[config.mk]
export PLATFORM = sky130hd
export DESIGN_NAME = arht_hash
export DESIGN_NICKNAME = d
export VERILOG_FILES = /design/src/arht_pkg.sv /design/src/arht_hash.sv
export SDC_FILE = /design/constraint.sdc
export NUM_CORES = 1
export LEC_CHECK = 0
export BUFFER_PORTS_ARGS = -buffer_cell sky130_fd_sc_hd__clkbuf_2
export CAP_MARGIN = 25
export CORE_UTILIZATION = 21
export CTS_CLUSTER_SIZE = 20
export DETAILED_ROUTE_END_ITERATION = 12
export PLACE_DENSITY = 0.74
export SLEW_MARGIN = 20
export SYNTH_ARGS = -nofsm -noshare
export SYNTH_HDL_FRONTEND = slang
export SYNTH_SLANG_ARGS = --single-unit
[constraint.sdc]
create_clock -name i_clk -period 0.8 [get_ports i_clk]
set_input_delay 0.16 -clock i_clk [delete_from_list [all_inputs] [get_ports i_clk]]
set_output_delay 0.16 -clock i_clk [all_outputs]
set_load 0.03 [all_outputs]
[src/arht_pkg.sv]
// ----------------------------------------------------------------------------
// arht_pkg
// Shared types and codes for the address remap hash table.
// ----------------------------------------------------------------------------
package arht_pkg;

    localparam int unsigned TABLE_DEPTH_DEF = 1024;
    localparam int unsigned KEY_W           = 64;
    localparam int unsigned DEFER_W         = 16;

    // operation codes
    localparam logic [1:0] OP_MAP     = 2'd0;
    localparam logic [1:0] OP_MAP_PTR = 2'd1;
    localparam logic [1:0] OP_LOOKUP  = 2'd2;
    localparam logic [1:0] OP_REMOVE  = 2'd3;

    // status codes
    localparam logic [1:0] ST_OK        = 2'd0;
    localparam logic [1:0] ST_MAPPED    = 2'd1;
    localparam logic [1:0] ST_FULL      = 2'd2;
    localparam logic [1:0] ST_NOT_FOUND = 2'd3;

    // pointer action codes
    localparam logic [1:0] ACT_NONE      = 2'd0;
    localparam logic [1:0] ACT_TRANSLATE = 2'd1;
    localparam logic [1:0] ACT_NULL      = 2'd2;
    localparam logic [1:0] ACT_DEFER     = 2'd3;

    typedef logic [KEY_W-1:0]   t_addr;
    typedef logic [9:0]         t_eidx;
    typedef logic [10:0]        t_rcnt;
    typedef logic [DEFER_W-1:0] t_defer;

    typedef struct packed {
        logic [1:0]  op;
        t_addr       old_addr;
        t_addr       new_addr;
        t_addr       pointer_value;
        logic [31:0] pointer_kind;
        logic [31:0] item_size;
    } t_req;

    typedef struct packed {
        logic [1:0]  status;
        logic [1:0]  pointer_action;
        t_addr       result_addr;
        t_eidx       entry_index;
        t_eidx       target_index;
        logic [31:0] fixup_kind;
        logic [31:0] fixup_size;
        t_rcnt       removed_count;
        t_defer      deferred_total;
    } t_rsp;

    localparam t_rcnt  RCNT_MAX  = '1;
    localparam t_defer DEFER_MAX = '1;

endpackage

[src/arht_hash.sv]
// ----------------------------------------------------------------------------
// arht_hash
// Home slot of a key: key mod TABLE_DEPTH. A power-of-two depth keeps the low
// key bits, registered; any other depth folds the key in four 16-bit digits,
// each digit by a reciprocal estimate, then one correcting subtract.
// ----------------------------------------------------------------------------
module arht_hash #(
    parameter int unsigned TABLE_DEPTH = arht_pkg::TABLE_DEPTH_DEF,
    parameter int unsigned IW          = $clog2(TABLE_DEPTH)
) (
    input  logic                 i_clk,
    input  logic                 i_rst_n,
    input  logic                 i_start,
    input  arht_pkg::t_addr      i_key,
    output logic                 o_done,
    output logic [IW-1:0]        o_rem
);

    generate
        if ((TABLE_DEPTH & (TABLE_DEPTH - 1)) == 0) begin : g_mask
            logic          r_done;
            logic [IW-1:0] r_rem;

            always_ff @(posedge i_clk) begin
                if (!i_rst_n) begin
                    r_done <= 1'b0;
                end else begin
                    r_done <= i_start;
                end
                if (i_start) begin
                    r_rem <= i_key[IW-1:0];
                end
            end

            assign o_done = r_done;
            assign o_rem  = r_rem;
        end else begin : g_digit
            localparam int unsigned DW = 16;
            localparam int unsigned XW = 2 * DW;
            localparam int unsigned PW = 2 * XW;
            localparam int unsigned ND = arht_pkg::KEY_W / DW;
            localparam int unsigned CW = $clog2(ND);
            localparam logic [XW-1:0] DEPTH_X  = XW'(TABLE_DEPTH);
            localparam logic [XW-1:0] RECIP    = XW'((64'd1 << XW) / TABLE_DEPTH);
            localparam logic [CW-1:0] LAST_DIG = CW'(ND - 1);

            logic            r_busy, n_busy;
            logic            r_done, n_done;
            logic            r_step, n_step;
            logic [CW-1:0]   r_cnt, n_cnt;
            arht_pkg::t_addr r_shift, n_shift;
            logic [IW-1:0]   r_rem, n_rem;
            logic [XW-1:0]   r_x, n_x;
            logic [XW-1:0]   r_q, n_q;
            logic [XW-1:0]   x_cat;
            logic [PW-1:0]   prod;
            logic [XW-1:0]   diff;

            always_comb begin
                n_busy  = r_busy;
                n_done  = 1'b0;
                n_step  = r_step;
                n_cnt   = r_cnt;
                n_shift = r_shift;
                n_rem   = r_rem;
                n_x     = r_x;
                n_q     = r_q;
                // remainder so far times 2^16 plus the next digit stays below 2^32
                x_cat   = {DW'(r_rem), r_shift[arht_pkg::KEY_W-1 -: DW]};
                prod    = {{XW{1'b0}}, x_cat} * {{XW{1'b0}}, RECIP};
                diff    = r_x - r_q * DEPTH_X;
                if (i_start) begin
                    n_busy  = 1'b1;
                    n_step  = 1'b0;
                    n_cnt   = '0;
                    n_shift = i_key;
                    n_rem   = '0;
                end else if (r_busy) begin
                    if (!r_step) begin
                        n_x    = x_cat;
                        n_q    = prod[PW-1:XW];
                        n_step = 1'b1;
                    end else begin
                        // quotient estimate is at most one low, one subtract finishes
                        if (diff >= DEPTH_X) begin
                            n_rem = IW'(diff - DEPTH_X);
                        end else begin
                            n_rem = IW'(diff);
                        end
                        n_shift = {r_shift[arht_pkg::KEY_W-DW-1:0], {DW{1'b0}}};
                        n_step  = 1'b0;
                        n_cnt   = r_cnt + 1'b1;
                        if (r_cnt == LAST_DIG) begin
                            n_busy = 1'b0;
                            n_done = 1'b1;
                        end
                    end
                end
            end

            always_ff @(posedge i_clk) begin
                if (!i_rst_n) begin
                    r_busy <= 1'b0;
                    r_done <= 1'b0;
                    r_step <= 1'b0;
                end else begin
                    r_busy <= n_busy;
                    r_done <= n_done;
                    r_step <= n_step;
                end
                r_cnt   <= n_cnt;
                r_shift <= n_shift;
                r_rem   <= n_rem;
                r_x     <= n_x;
                r_q     <= n_q;
            end

            assign o_done = r_done;
            assign o_rem  = r_rem;
        end
    endgenerate

endmodule

==> results of run 1 <==
==> power breakdown <==
group	switching [W]	internal [W]	total, W
clock	0.000171	0.000193	0.000363
sequential	0.0000196	0.000676	0.000696
combinational	0.000119	0.000111	0.000231
total	0.000309	0.000980	0.00129
==> state kept, by name (all words and copies together), names as in the netlist <==
name / count
o_done: 1
o_rem: 10
==> per-layer routing <==
layer / global-route usage [%] / up-vias / routed length, um
met5: 0 / - / 0
met4: 5.806 / 0 / 10
li1: - / 100 / -
met2: 12.19 / 26 / 302
met1: 8.033 / 92 / 228
met3: 9.130 / 2 / 140
==> cells by family after synthesis <==
kind of cell	after synthesis	synth area share [%]
flip-flops	11	98.09
AND/OR/NAND/NOR	1	1.917
==> final cells by class <==
type,instances,share of cell area (%)
sequential,11,55.27
clock buffer,4,4.516
timing repair buffer,23,35.91
tap,15,3.226
multi-input combinational,1,1.075
==> through the flow <==
stage	area (sq um)	TNS [ns]
after floorplan	326.6	0
after CTS	571.8	-1.930
final	581.8	-1.759
after detailed placement	460.4	0
after global routing	581.8	-2.131
after global placement	460.4	0
==> final timing paths <==
path	startpoint	endpoint	slack [ns]	depth (start not counted)
setup / recovery	o_rem[3]$_DFFE_PP_	o_rem[3]	-0.20	1
hold / removal	i_key[3]	o_rem[3]$_DFFE_PP_	0.07	1
==> layout by cell type (no fill, tap or decap) <==
| master | instances |
|---|---|
| buf_6 | 2 |
| buf_8 | 2 |
| and2_1 | 1 |
| clkbuf_4 | 3 |
| clkbuf_8 | 7 |
| clkbuf_2 | 12 |
| dfxtp_2 | 1 |
| clkbuf_1 | 1 |
| edfxtp_1 | 10 |
==> summary.txt, run 1 <==
GRT
  – Vias in the first global route: 232
  – Largest net degree at the start of global routing: 12
  – First-pass GRT wire length: 993 um
  – Gr usage total: 8.942%
  – GRT overflow: 0
  – Initial antenna violation count: 0

Drt
  – Vias/cell: 4.074
  – DRC Markers: 0
  – DRT antenna net count: 0
  – Total number of vias: 220
  – Final WL: 682 um
  – DR iter-0 viols: 2
  – TritonRoute pass-1 iters: 3
  – Wire per inst: 12.63 um

Logic synthesis
  – EDFF count, synth: 10
  – Synth top area share: 91.95%
  – Gate Count Post-Synth: 12
  – Synth top cells by count: edfxtp_1, and2_1, dfxtp_1
  – Count leader, synth: edfxtp_1
  – Mapped cell area: 326.6 sq um
  – Yosys warnings: 0
  – Post-synth ARST share: 0%
  – Syn nets: 79
  – Synth Flop Type: edfxtp_1
  – Syn_area_per_cell: 27.21 sq um
  – Synth top area cells: edfxtp_1, dfxtp_1, and2_1
  – Post-synthesis register bit count: 11
  – Largest area contributor in the netlist: edfxtp_1
  – Post-synthesis cell type count: 3
  – Post-synthesis sequential area ratio: 98.08%

STA
  – Slew Limit Headroom: 82.72%
  – RSZ-0062 raised after global routing: true
  – Slew Limit Fails: 0
  – Final Hold Viols: 0
  – Fmax: 998.4 MHz
  – Final worst-path cycle share: 125.2%
  – Setup Viol. Count Final: 11
  – Worst Setup Slack, final: -0.2016 ns
  – Worst Tran Pin Value: 0.2592 ns
  – Final min period: 1.002 ns
  – Fin Hold WS: 0.06808 ns

Floorplanning
  – Die X: 41.44 um
  – Die span in y: 41.44 um
  – Core area: 0.001366 sq mm
  – Number of I/O pins: 78
  – Initial core utilization: 23.90%
  – Site Rows: 13
  – Die area: 0.001717 sq mm

Critical path
  – WP buf/inv: 1
  – Startpoint Class: register
  – Setup CP Type: register to output port
  – Worst path max stage delay: 0.42 ns
  – Critical Path AT: 0.84 ns
  – CP max-delay cell: edfxtp_1
  – CP endpoint kind: output port
  – CP cell instances: buf_8
  – Cell family with most CP delay: flip-flops
  – Worst endpoint required time: 0.64 ns
  – Worst-path fanout max: 1

Placement
  – Routability-driven placement congestion ratio: 0.6842
  – Dpl cells: 50
  – Dpl ws: 0.06732 ns
  – PortBufs: 23

Final layout
  – Fraction of layout cells with a size suffix above 1: 69.23%
  – Fillcell total: 138
  – Sequential cell area: 321.6 sq um
  – NumNets Final: 107
  – Post-layout util: 42.58%
  – Multi-input combinational cell area: 6.256 sq um
  – Diodes inserted: 0
  – Post-Layout Cell Count: 54
  – Area Overhead vs Synth: 78.16%

Clock network
  – Cts hold-fix bufs: 0
  – Root buffer cell: clkbuf_4
  – Reg clk slew, reported paths: 0.07 ns
  – Setup Buffers After CTS: 0
  – Max H-tree Level: 1
  – CTS Buffer Depth: 2
  – Total CTS buffers: 3
  – Post-cts sizing count: 21
  – Clock sink count: 11
  – Clock tree from TritonCTS: built

Power and ir drop
  – Pwr dens: 2217 mW/mm^2
  – Leakage: 0.2511 nW
  – Worst vdd ir: 1079 uV
  – Tot Pwr: 0.001290 W

Status
  – Failing checks: negative setup slack
  – Status: complete, but fails checks

Min path
  – Hold Crit Class: input port to register

Job
  – Max Cap Viol: 0
Note: power is estimated with default switching activity, not from simulation.
==> inputs of run 2 (changes only) <==
clock period = 0.98 ns   (was 0.8 ns; I/O delays follow)
==> run 2 against run 1 <==
- the run still ends with negative setup slack left
- final cell count did not move
- via count fell by 0.91%
- combinational power fell by 20%
- power fell by 19%
- count of clock-buffer cells in the layout did not move
- critical path type unchanged
- largest power group unchanged
==> summary.txt, run 2 (synthesized netlist as in run 1, its figures left out) <==
Drt
  – DRC Markers: 0 (unchanged)
  – Final WL: 655 um (was 682 um)
  – DR iter-0 viols: 1 (was 2)
  – Wire per inst: 12.13 um (was 12.63 um)
  – TritonRoute pass-1 iters: 2 (was 3)
  – DRT antenna net count: 0 (unchanged)
  – Vias/cell: 4.037 (was 4.074)
  – Total number of vias: 218 (was 220)

STA
  – RSZ-0062 raised after global routing: true (unchanged)
  – Slew Limit Headroom: 82.63% (was 82.72%)
  – Final Hold Viols: 0 (unchanged)
  – Fin Hold WS: 0.1038 ns (was 0.06808 ns)
  – Final worst-path cycle share: 105.9%
  – Slew Limit Fails: 0 (unchanged)
  – Setup TNS: -0.2480 ns (was -1.759 ns)
  – Worst Tran Pin Value: 0.2606 ns (was 0.2592 ns)
  – Worst Setup Slack, final: -0.05802 ns (was -0.2016 ns)
  – Setup Viol. Count Final: 10 (was 11)
  – Final min period: 1.038 ns
  – Fmax: 963.4 MHz

GRT
  – Grt peak-use layer: met2 (unchanged)
  – First-pass GRT wire length: 910 um (was 993 um)
  – Initial antenna violation count: 0 (unchanged)
  – Met1 Use GR: 6.371% (was 8.033%)
  – Vias in the first global route: 225 (was 232)
  – Gr usage total: 8.212% (was 8.942%)
  – GR Layer Usage met2: 11.56% (was 12.19%)
  – Met3 Use GR: 9.130% (unchanged)
  – Largest net degree at the start of global routing: 12 (unchanged)
  – GRT overflow: 0 (unchanged)

Final layout
  – Sequential cell area: 320.3 sq um (was 321.6 sq um)
  – Most common cell after layout, fill and taps aside: clkbuf_2 (unchanged)
  – Fillcell total: 139 (was 138)
  – Area Overhead vs Synth: 74.71% (was 78.16%)
  – Fraction of layout cells with a size suffix above 1: 66.67% (was 69.23%)
  – Largest register FFs: 10 (unchanged)
  – Most frequent cells in the layout: clkbuf_2, edfxtp_1, clkbuf_8, clkbuf_4, buf_6 (was clkbuf_2, edfxtp_1, clkbuf_8, clkbuf_4)
  – Diodes inserted: 0 (unchanged)
  – Multi-input combinational cell area: 6.256 sq um (unchanged)
  – NumNets Final: 107 (unchanged)
  – Post-layout util: 41.76% (was 42.58%)

Floorplanning
  – Die X: 41.44 um (unchanged)
  – Initial core utilization: 23.90% (unchanged)
  – Core area: 0.001366 sq mm (unchanged)
  – Die span in y: 41.44 um (unchanged)
  – Die area: 0.001717 sq mm (unchanged)
  – Number of I/O pins: 78 (unchanged)
  – Site Rows: 13 (unchanged)

Critical path
  – Worst endpoint required time: 0.78 ns (was 0.64 ns)
  – WP buf/inv: 1 (unchanged)
  – Worst-path fanout max: 1 (unchanged)
  – Number of cells on the critical path: 1 (unchanged)
  – Startpoint Class: register (unchanged)
  – Worst path max stage delay: 0.42 ns (about the same)
  – Cell family with most CP delay: flip-flops (unchanged)
  – CP max-delay cell: edfxtp_1 (unchanged)
  – CP cell instances: buf_8 (unchanged)
  – Setup CP Type: register to output port (unchanged)
  – CP endpoint kind: output port (unchanged)
  – Critical Path AT: 0.84 ns (about the same)

Clock network
  – Clock sink count: 11 (unchanged)
  – Setup Buffers After CTS: 0 (unchanged)
  – Total CTS buffers: 3 (unchanged)
  – CTS Buffer Depth: 2 (unchanged)
  – Max H-tree Level: 1 (unchanged)
  – Reg clk slew, reported paths: 0.07 ns (about the same)
  – Clock tree from TritonCTS: built (unchanged)
  – Root buffer cell: clkbuf_4 (unchanged)

Job
  – Max Cap Viol: 0 (unchanged)

Power and ir drop
  – Pwr dens: 1835 mW/mm^2 (was 2217 mW/mm^2)
  – Tot Pwr: 0.001047 W (was 0.001290 W)
  – Worst vdd ir: 867.5 uV (was 1079 uV)
  – Leakage: 0.2483 nW (was 0.2511 nW)

Placement
  – Dpl ws: 0.2113 ns (was 0.06732 ns)
  – PortBufs: 23 (unchanged)
  – Routability-driven placement congestion ratio: 0.6842 (unchanged)

Status
  – Status: complete, but fails checks (unchanged)
  – Failing checks: negative setup slack (unchanged)

Min path
  – Hold depth: 1 (unchanged)
  – Hold Crit Class: input port to register (unchanged)
## run 2: cell counts in the layout (fill, tap and decap cells not counted)
No cell type changed its count.
## run 2: metal layers
| metal | up-vias | part of all wire, % | routed length (um) |
|---|---|---|---|
| met4 | 0 | 1.5 | 10 |
| met5 | - | 0 | 0 |
| met3 | 2 | 22 | 147 |
| met2 | 26 | 41 | 269 |
| li1 | 100 | - | - |
| met1 | 90 | 35 | 227 |
## run 2: cell type report
type / count / area share, %
Clock buffer: 4 / 4.605
Multi-Input combinational cell: 1 / 1.096
Sequential cell: 11 / 56.14
Tap cell: 15 / 3.289
Timing Repair Buffer: 23 / 34.87
## run 2: where the power goes
| part | switching, W | internal, W | total (W) |
|---|---|---|---|
| clock network | 0.000139 | 0.000157 | 0.000297 |
| registers | 0.0000149 | 0.000552 | 0.000567 |
| logic | 0.0000972 | 0.0000867 | 0.000184 |
| total | 0.000251 | 0.000796 | 0.00105 |
## run 2: final timing paths
| kind | slack (ns) | end | startpoint |
|---|---|---|---|
| setup / recovery | -0.06 | o_rem[3] | o_rem[3]$_DFFE_PP_ |
| hold / removal | 0.10 | o_rem[3]$_DFFE_PP_ | i_key[3] |
## run 2: repair_timing
action | 4_1_cts | 5_1_grt
gates resized for setup | 18 | 6
setup endpoints to repair | 10 | 11
hold buffers | 0 | 0
pin swaps | 0 | 0
## run 2: per-stage QoR
stage	area, sq um	instances
finish	570.5	54
global route	570.5	54
CTS	561.8	54
detailed placement	460.4	50
global placement	460.4	50
floorplan	326.6	12
